### config.mk
export PLATFORM = sky130hd
export DESIGN_NAME = sorted_insertion_list_core
export DESIGN_NICKNAME = d
export VERILOG_FILES = /design/src/rtl/sil_pkg.sv /design/src/rtl/sil_ram.sv /design/src/rtl/sorted_insertion_list_core.sv
export SDC_FILE = /design/constraint.sdc
export NUM_CORES = 2
export LEC_CHECK = 0
export ABC_AREA = 1
export BUFFER_PORTS_ARGS = -buffer_cell sky130_fd_sc_hd__buf_4
export CAP_MARGIN = 40
export CORE_UTILIZATION = 30
export CTS_BUF_LIST = sky130_fd_sc_hd__clkbuf_8
export DETAILED_ROUTE_END_ITERATION = 6
export GPL_TIMING_DRIVEN = 0
export PLACE_DENSITY = 0.41
export SKIP_LAST_GASP = 1
export SYNTH_ARGS = -nofsm -noshare
export SYNTH_HDL_FRONTEND = slang
export SYNTH_SLANG_ARGS = --single-unit
### constraint.sdc
create_clock -name clk -period 15.9 [get_ports clk]
set_input_delay 3.975 -clock clk [delete_from_list [all_inputs] [get_ports clk]]
set_output_delay 3.975 -clock clk [all_outputs]
set_load 0.05 [all_outputs]
### src/rtl/sil_pkg.sv
// ----------------------------------------------------------------------------
// sil_pkg
// Shared types and constants for the sorted insertion list core.
// ----------------------------------------------------------------------------
`default_nettype none

package sil_pkg;

    localparam int SIL_CAPACITY = 64;

    localparam int SIL_KEY_W    = 32;
    localparam int SIL_HANDLE_W = 16;
    localparam int SIL_RANK_W   = 6;
    localparam int SIL_COUNT_W  = 7;
    localparam int SIL_ENTRY_W  = SIL_KEY_W + SIL_HANDLE_W;

    localparam int SIL_IN_W  = 56;
    localparam int SIL_OUT_W = 64;

    typedef enum logic [1:0] {
        OP_INSERT = 2'd0,
        OP_REMOVE = 2'd1,
        OP_READ   = 2'd2,
        OP_NONE   = 2'd3
    } sil_op_t;

    typedef enum logic [1:0] {
        ST_OK         = 2'd0,
        ST_FULL       = 2'd1,
        ST_EMPTY      = 2'd2,
        ST_RANK_RANGE = 2'd3
    } sil_status_t;

    typedef enum logic [2:0] {
        S_IDLE,
        S_DECODE,
        S_READ_WAIT,
        S_INS_STEP,
        S_INS_CMP,
        S_DONE
    } sil_state_t;

endpackage

`default_nettype wire

### src/rtl/sil_ram.sv
// ----------------------------------------------------------------------------
// sil_ram
// Simple dual-port RAM: one write port, one read port with registered data.
// ----------------------------------------------------------------------------
`default_nettype none

module sil_ram #(
    parameter int WIDTH = 48,
    parameter int DEPTH = 64
) (
    input  wire logic                     clk,
    input  wire logic                     we,
    input  wire logic [$clog2(DEPTH)-1:0] waddr,
    input  wire logic [WIDTH-1:0]         wdata,
    input  wire logic                     re,
    input  wire logic [$clog2(DEPTH)-1:0] raddr,
    output logic      [WIDTH-1:0]         rdata
);

    logic [WIDTH-1:0] mem [DEPTH];

    always_ff @(posedge clk)
    begin
        if (we)
        begin
            mem[waddr] <= wdata;
        end
        if (re)
        begin
            rdata <= mem[raddr];
        end
    end

endmodule

`default_nettype wire

### src/rtl/sorted_insertion_list_core.sv
// ----------------------------------------------------------------------------
// sorted_insertion_list_core
// Bounded list of (signed Q16.16 key, handle) entries kept in descending key
// order, with sorted insert, remove-lowest and read-at-rank.
// ----------------------------------------------------------------------------
// Usage:
//   Commands arrive as beats on the s_ channel; each beat yields exactly one
//   result beat on the m_ channel carrying status, key, handle and count.
//   The entries live in a single RAM with one write and one registered read
//   port. An insert walks back from the tail, one entry per pass through
//   S_INS_STEP (read) and S_INS_CMP (compare and write), moving each entry
//   whose key is not above the new key down by one place.
//   A rejected or ignored command goes from S_DECODE straight to S_DONE;
//   remove and read pass through S_READ_WAIT; an insert repeats the pass
//   for each moved entry until it reaches the head or stops at a kept entry.
//   s_tready is high only while the core is idle, so one command is worked
//   on at a time; a further command is taken while the previous result
//   still waits in the output register.
//   If the receiver stalls, the result holds in the output register and a
//   finished command waits in its last state until the register frees.
//   After reset the list is empty and s_tready is high at once; RAM contents
//   are never cleared, as only entries below the count are read.
// ----------------------------------------------------------------------------
`default_nettype none

module sorted_insertion_list_core
    import sil_pkg::*;
#(
    parameter int CAPACITY = SIL_CAPACITY
) (
    input  wire logic                 clk,
    input  wire logic                 rst_n,
    input  wire logic                 s_tvalid,
    output logic                      s_tready,
    // opcode[1:0], key[33:2], handle[49:34], rank[55:50]
    input  wire logic [SIL_IN_W-1:0]  s_tdata,
    output logic                      m_tvalid,
    input  wire logic                 m_tready,
    // status[1:0], out_key[33:2], out_handle[49:34], count[56:50]
    output logic      [SIL_OUT_W-1:0] m_tdata
);

    localparam int AW = $clog2(CAPACITY);
    localparam int CW = $clog2(CAPACITY + 1);

    sil_state_t state_reg, state_next;

    sil_op_t                   op_reg, op_next;
    logic signed [SIL_KEY_W-1:0] key_reg, key_next;
    logic [SIL_HANDLE_W-1:0]   handle_reg, handle_next;
    logic [SIL_RANK_W-1:0]     rank_reg, rank_next;

    logic [CW-1:0]             count_reg, count_next;
    logic [AW-1:0]             idx_reg, idx_next;

    sil_status_t               res_status_reg, res_status_next;
    logic [SIL_KEY_W-1:0]      res_key_reg, res_key_next;
    logic [SIL_HANDLE_W-1:0]   res_handle_reg, res_handle_next;

    logic                      m_tvalid_reg, m_tvalid_next;
    logic [SIL_OUT_W-1:0]      m_tdata_reg, m_tdata_next;

    logic                      ram_we;
    logic [AW-1:0]             ram_waddr;
    logic [SIL_ENTRY_W-1:0]    ram_wdata;
    logic                      ram_re;
    logic [AW-1:0]             ram_raddr;
    logic [SIL_ENTRY_W-1:0]    ram_rdata;

    logic                      in_beat;
    logic                      out_free;
    logic                      list_full;
    logic                      list_empty;
    logic                      rank_bad;
    logic                      idx_zero;
    logic                      entry_moves;

    assign in_beat     = s_tvalid && s_tready;
    assign out_free    = !m_tvalid_reg || m_tready;
    assign list_full   = (count_reg == CW'(CAPACITY));
    assign list_empty  = (count_reg == '0);
    assign rank_bad    = (32'(rank_reg) >= 32'(count_reg));
    assign idx_zero    = (idx_reg == '0);
    assign entry_moves = ($signed(ram_rdata[SIL_KEY_W-1:0]) <= key_reg);

    assign s_tready = (state_reg == S_IDLE);
    assign m_tvalid = m_tvalid_reg;
    assign m_tdata  = m_tdata_reg;

    sil_ram #(
        .WIDTH (SIL_ENTRY_W),
        .DEPTH (CAPACITY)
    ) u_entries (
        .clk   (clk),
        .we    (ram_we),
        .waddr (ram_waddr),
        .wdata (ram_wdata),
        .re    (ram_re),
        .raddr (ram_raddr),
        .rdata (ram_rdata)
    );

    // Next state
    always_comb
    begin
        state_next = state_reg;
        case (state_reg)
            S_IDLE:
            begin
                if (in_beat)
                begin
                    state_next = S_DECODE;
                end
            end
            S_DECODE:
            begin
                case (op_reg)
                    OP_INSERT: state_next = list_full  ? S_DONE : S_INS_STEP;
                    OP_REMOVE: state_next = list_empty ? S_DONE : S_READ_WAIT;
                    OP_READ:   state_next = rank_bad   ? S_DONE : S_READ_WAIT;
                    default:   state_next = S_DONE;
                endcase
            end
            S_READ_WAIT:
            begin
                state_next = S_DONE;
            end
            S_INS_STEP:
            begin
                state_next = idx_zero ? S_DONE : S_INS_CMP;
            end
            S_INS_CMP:
            begin
                state_next = entry_moves ? S_INS_STEP : S_DONE;
            end
            S_DONE:
            begin
                if (out_free)
                begin
                    state_next = S_IDLE;
                end
            end
            default:
            begin
                state_next = S_IDLE;
            end
        endcase
    end

    // Datapath and RAM control
    always_comb
    begin
        op_next         = op_reg;
        key_next        = key_reg;
        handle_next     = handle_reg;
        rank_next       = rank_reg;
        count_next      = count_reg;
        idx_next        = idx_reg;
        res_status_next = res_status_reg;
        res_key_next    = res_key_reg;
        res_handle_next = res_handle_reg;
        m_tvalid_next   = m_tvalid_reg && !m_tready;
        m_tdata_next    = m_tdata_reg;
        ram_we          = 1'b0;
        ram_waddr       = idx_reg;
        ram_wdata       = {handle_reg, key_reg};
        ram_re          = 1'b0;
        ram_raddr       = idx_reg - AW'(1);

        case (state_reg)
            S_IDLE:
            begin
                if (in_beat)
                begin
                    op_next     = sil_op_t'(s_tdata[1:0]);
                    key_next    = s_tdata[33:2];
                    handle_next = s_tdata[49:34];
                    rank_next   = s_tdata[55:50];
                end
            end
            S_DECODE:
            begin
                res_status_next = ST_OK;
                res_key_next    = '0;
                res_handle_next = '0;
                case (op_reg)
                    OP_INSERT:
                    begin
                        if (list_full)
                        begin
                            res_status_next = ST_FULL;
                        end
                        else
                        begin
                            idx_next = AW'(count_reg);
                        end
                    end
                    OP_REMOVE:
                    begin
                        if (list_empty)
                        begin
                            res_status_next = ST_EMPTY;
                        end
                        else
                        begin
                            ram_re     = 1'b1;
                            ram_raddr  = AW'(count_reg - CW'(1));
                            count_next = count_reg - CW'(1);
                        end
                    end
                    OP_READ:
                    begin
                        if (rank_bad)
                        begin
                            res_status_next = ST_RANK_RANGE;
                        end
                        else
                        begin
                            ram_re    = 1'b1;
                            ram_raddr = AW'(rank_reg);
                        end
                    end
                    default:
                    begin
                        res_status_next = ST_OK;
                    end
                endcase
            end
            S_READ_WAIT:
            begin
                res_key_next    = ram_rdata[SIL_KEY_W-1:0];
                res_handle_next = ram_rdata[SIL_ENTRY_W-1:SIL_KEY_W];
            end
            S_INS_STEP:
            begin
                if (idx_zero)
                begin
                    // reached the head: new entry goes first
                    ram_we     = 1'b1;
                    count_next = count_reg + CW'(1);
                end
                else
                begin
                    ram_re = 1'b1;
                end
            end
            S_INS_CMP:
            begin
                ram_we = 1'b1;
                if (entry_moves)
                begin
                    // shift the entry one place towards the tail
                    ram_wdata = ram_rdata;
                    idx_next  = idx_reg - AW'(1);
                end
                else
                begin
                    count_next = count_reg + CW'(1);
                end
            end
            S_DONE:
            begin
                if (out_free)
                begin
                    m_tvalid_next = 1'b1;
                    m_tdata_next  = {7'd0, SIL_COUNT_W'(count_reg), res_handle_reg,
                                     res_key_reg, res_status_reg};
                end
            end
            default:
            begin
                ram_we = 1'b0;
            end
        endcase
    end

    always_ff @(posedge clk or negedge rst_n)
    begin
        if (!rst_n)
        begin
            state_reg    <= S_IDLE;
            count_reg    <= '0;
            m_tvalid_reg <= 1'b0;
        end
        else
        begin
            state_reg    <= state_next;
            count_reg    <= count_next;
            m_tvalid_reg <= m_tvalid_next;
        end
    end

    always_ff @(posedge clk)
    begin
        op_reg         <= op_next;
        key_reg        <= key_next;
        handle_reg     <= handle_next;
        rank_reg       <= rank_next;
        idx_reg        <= idx_next;
        res_status_reg <= res_status_next;
        res_key_reg    <= res_key_next;
        res_handle_reg <= res_handle_next;
        m_tdata_reg    <= m_tdata_next;
    end

endmodule

`default_nettype wire
Yosys cells after proc, flatten, opt, wreduce, memory -nomap -nowiden. Memories as Yosys holds them, arrays and structs flattened. A register that Yosys moved wholly into a read port is not among the register bits. Index checks and enable logic that the tools add are counted. Widths: inputs -> output; s select.

Add/subtract/negate cells: 3. Magnitude comparators: 2. Equality and inequality tests: 17. Muxes and demuxes: 41. Reduce and logical (&&, ||, !) cells: 17.

Operators with widths (number): $mux 48 (2); $pmux 32 s2 (1); $mux 6 (6); $le 32x32->1 (1); $pmux 16 s2 (1); $mux 7 (4); $pmux 6 s2 (2); $pmux 7 s3 (1); $mux 3 (6); $pmux 3 s6 (1); $ne 2x2->1 const B (6); $mux 1 (10); $pmux 3 s3 (1); $add 7x1->7 const B (1); $eq 7x7->1 const B (1); $ge 6x7->1 (1); $logic_not 7->1 (1); $sub 7x1->7 const B (1); $eq 3x2->1 const B (2); $eq 3x3->1 const B (2); $logic_not 6->1 (1); $ne 2x1->1 const B (3); $pmux 1 s2 (3); $pmux 2 s3 (1); other kinds (15) (21).

Register bits: 180. Bits in writable memories: 3072. Input bits: 60. Output and inout bits: 66. Logic and storage cells: 93. Memories kept: 1.

Memories: u_entries.mem (words 64, width 48, read ports 1, clocked after memory_dff 1, write ports 1, line sil_ram.sv:20) `logic [WIDTH-1:0] mem [DEPTH];`.

Longest topological paths before layout.
Word-level depth: 5. Depth in mapped cells: 22.

Hierarchy. A second synthesis with hierarchy kept.

Cells, all modules: 10848. Area, all modules: 133066.4 sq um.

By module, submodules not included: sil_ram (instances 1, cells each 10108, area an instance 124811.0 sq um, seq. area each 93689.9 sq um); sorted_insertion_list_core (instances 1, cells each 740, area an instance 8255.4 sq um, seq. area each 5350.1 sq um).

Worst setup path before layout. Ideal clock, no wire load.

Path kind: in2reg. From: in m_tready. To: reg m_tdata_reg[0], in the netlist m_tdata[0], enable pin. Library setup time: 0.491 ns. Arrival time: 6.824 ns. Path slack: 8.585 ns. Stages: 2. Buffers on the path: 0. Cells stage by stage: inv_1 > a21oi_1.

Longest elaborated chain between the ends: 2.

RTL lines: start: declaration (line sorted_insertion_list_core.sv:38) `input wire logic m_tready,`; $logic_or 1x1->1 (line sorted_insertion_list_core.sv:79) `assign out_free = !m_tvalid_reg || m_tready;`; $reduce_and 2->1 (no source line); end signal: assignment (line sorted_insertion_list_core.sv:303) `m_tdata_reg <= m_tdata_next;`; end: declaration (line sorted_insertion_list_core.sv:61) `logic [SIL_OUT_W-1:0] m_tdata_reg, m_tdata_next;`.

Every way passes these cells. A chain may end at the register's enable or synchronous reset.

Final worst setup path.
From: reg state_reg[1]. To: out s_tready.

Longest elaborated chain between the ends: 1.

RTL lines: start: declaration (line sorted_insertion_list_core.sv:46) `sil_state_t state_reg, state_next;`; start signal: assignment (line sorted_insertion_list_core.sv:287) `state_reg <= state_next;`; $logic_not 3->1 (line sorted_insertion_list_core.sv:86) `assign s_tready = (state_reg == S_IDLE);`; end: declaration (line sorted_insertion_list_core.sv:34) `output logic s_tready,`.

Every way passes these cells.

==> flow_metrics.env <==
export IMPL_seq_area_frac_synth=0.6890
export IMPL_dieArea_mm2=0.4819
export IMPL_setup_viol=0
export IMPL_synth_seq_cells=3300
export IMPL_synth_edf_count=3289
export IMPL_initial_utilization=0.3021
export IMPL_crit_end="s_tready"
export IMPL_worstSetupPathType="reg2out"
export IMPL_finalHoldViolCount=0
export IMPL_synthTopCellsByCount="edfxtp_1 (3,289), nand3_1 (3,047), nand2_1 (2,203)"
export IMPL_timing_rr_end="u_entries.rdata[23]"
export IMPL_top_level_ports=126
export IMPL_first_pass_iters=7
export IMPL_top_layer="met5"
export IMPL_grt_usage=0.2288
export IMPL_drtAntennaViolNets=0
export IMPL_rr_worst_depth=21
export IMPL_cp_startpoint="state_reg[1]"
export IMPL_grt_overflow_total=0
export IMPL_vias=99625
export IMPL_drt_wl_total_mm=566.2
export IMPL_end_kind="output pin"
export IMPL_ir_worst_vdd_mv=0.1198
export IMPL_crit_buf_inv=2
export IMPL_stdcell_count=20346
export IMPL_syn_area_mm2=0.1437
export IMPL_skew_ps=54.90
export IMPL_die_w_um=694.2
export IMPL_postSynthCellCount=12482
export IMPL_period_share=0.3957
export IMPL_avgSynthCellArea_um2=11.52
export IMPL_cp_required_ps=11930
export IMPL_die_h_um=694.2
export IMPL_path_depth=4
export IMPL_placed_area_mm2=0.1602
export IMPL_p_leak_nw=65.15
export IMPL_cts_tree="built"
export IMPL_status="finished, final reports clean"
export IMPL_synth_area_leader_cell="edfxtp_1"
export IMPL_antenna_found_initial=73
export IMPL_grt_pass1_wl_mm=775.4
export IMPL_worst_pin_slew_ps=957.9
export IMPL_grt_pass1_vias=96283
export IMPL_cts_inserted_buffers=599
export IMPL_final_cell_area_mm2=0.1706
export IMPL_crit_top_cell="nor2_1"
export IMPL_cts_buffer_depth=4
export IMPL_cts_sinks=3300
export IMPL_fmax_mhz=158.9
export IMPL_wl_per_cell_um=27.83
export IMPL_yosysMostFrequentCell="edfxtp_1"
export IMPL_power_density_mw_per_mm2=204.3
export IMPL_numPortBuffers=118
export IMPL_slew_headroom=0.3592
export IMPL_cpLargestDelayFamily="flip-flops"
export IMPL_area_growth_pct=18.68
export IMPL_drtIter0Drc=10481
export IMPL_cp_max_fo=5
export IMPL_tns_ps=0
export IMPL_async_flop_share=0.003333
export IMPL_crit_path_max_incr_delay_ps=420
export IMPL_slowest_stage="dfrtp_1"
export IMPL_r2r_start="count_reg[4]"
export IMPL_gp_congestion=0.8943
export IMPL_dp_hpwl_mm=416.7
export IMPL_synth_area_leaders="edfxtp_1 (69%), nand3_1 (11%), nand3b_1 (6.3%)"
export IMPL_nets=13626
export IMPL_cp_start_kind="flop"
export IMPL_drive_gt1_frac=0.1411
export IMPL_wl_met3_mm=35.88
export IMPL_synth_top_area_frac=0.6871
export IMPL_largest_register_ffs=3072
export IMPL_cts_setup_buffers=0
export IMPL_maxSlewViolCount=0
export IMPL_h_tree_depth=6
export IMPL_synth_warnings=0
export IMPL_crit_chain="nor2_1 > inv_1 > nor2_1 > buf_4"
export IMPL_cts_resized_gates=0
export IMPL_period_needed_ps=6292
export IMPL_rows=253
export IMPL_total_power_mw=34.84
export IMPL_crit_arrival_ps=2320
export IMPL_m1WireLength_mm=259.3
export IMPL_rsz0062_at_grt="false"
export IMPL_grt_max_degree=37
export IMPL_drc=0
export IMPL_cts_root_buffer="clkbuf_8"
export IMPL_route_met2_wl_mm=249.5
export IMPL_synth_cell_type_count=41
export IMPL_cts_clk_slew_worst_paths_ps=60
export IMPL_viasPerCell=4.897
export IMPL_place_inst=19293
export IMPL_synthFlopType="edfxtp_1"
export IMPL_holdBufCountCts=0
export IMPL_core_area_mm2=0.4758
export IMPL_rrSetupSlack_ps=9740
export IMPL_cap_violations=0
export IMPL_hp_class="reg2reg"
export IMPL_clk_insertion_delay_late_ps=1240
export IMPL_holdWs_ps=414.3
## placed cells by master (no fill, tap or decap), types with 128 or more instances in the layout
cell,count
buf_4,185
edfxtp_1,3289
nand3b_1,1199
buf_12,213
clkbuf_8,623
nand3_1,3047
inv_1,1675
clkbuf_1,128
buf_2,621
nand2_1,2200
## how the worst min path moves through the flow
stage	cells after the start	slack, ps	from	to
global placement	0	400	res_key_reg[19]	m_tdata[21]
global route	0	420	res_key_reg[27]	m_tdata[29]
detailed placement	0	400	res_key_reg[21]	m_tdata[23]
CTS	0	420	res_key_reg[27]	m_tdata[29]
finish	0	410	res_key_reg[18]	m_tdata[20]
floorplan	0	400	res_status_reg[0]	m_tdata[0]
## through the flow
step,utilization,worst slack (ps)
after global placement,0.3208,979.4
after detailed placement,0.3368,9925
final,0.3586,9608
after floorplan,-,8585
after global routing,0.3585,9451
after CTS,0.3584,9456
## layout make-up
| cell class | count | area, µm² |
|---|---|---|
| Tap cell | 6375 | 7976 |
| Timing Repair Buffer | 430 | 7417 |
| Sequential cell | 3300 | 99040 |
| Clock inverter | 408 | 1747 |
| Fill cell | 47267 | 305200 |
| Clock buffer | 623 | 8574 |
| Antenna cell | 22 | 55.05 |
| Inverter | 1475 | 5538 |
| Buffer | 861 | 4287 |
| Multi-Input combinational cell | 6852 | 35960 |
## where the power goes
| group | internal (mW) | total [mW] | switching [mW] |
|---|---|---|---|
| logic | 3.98 | 16.7 | 12.7 |
| clock network | 3.63 | 7.32 | 3.69 |
| registers | 10.8 | 10.9 | 0.111 |
## cells by family (layout without fill, tap and decap cells)
group | after synthesis | count (layout) | share of synthesized area
buf+inv | 2336 | 3797 | 0.06829
xor+xnor | 13 | 13 | 0.0007921
other cells | 1 | 29 | 0.00002609
simple gates | 6675 | 6675 | 0.2338
compound gates | 110 | 110 | 0.004039
fa+ha+maj | 47 | 47 | 0.004091
flops | 3300 | 3300 | 0.6890
## routing by layer
| layer | track usage | up-vias |
|---|---|---|
| li1 | - | 45586 |
| met1 | 0.3296 | 49670 |
| met2 | 0.3538 | 3554 |
| met3 | 0.02983 | 809 |
| met4 | 0.07921 | 6 |
| met5 | 0 | - |
Note: power is estimated with default switching activity, not from simulation.
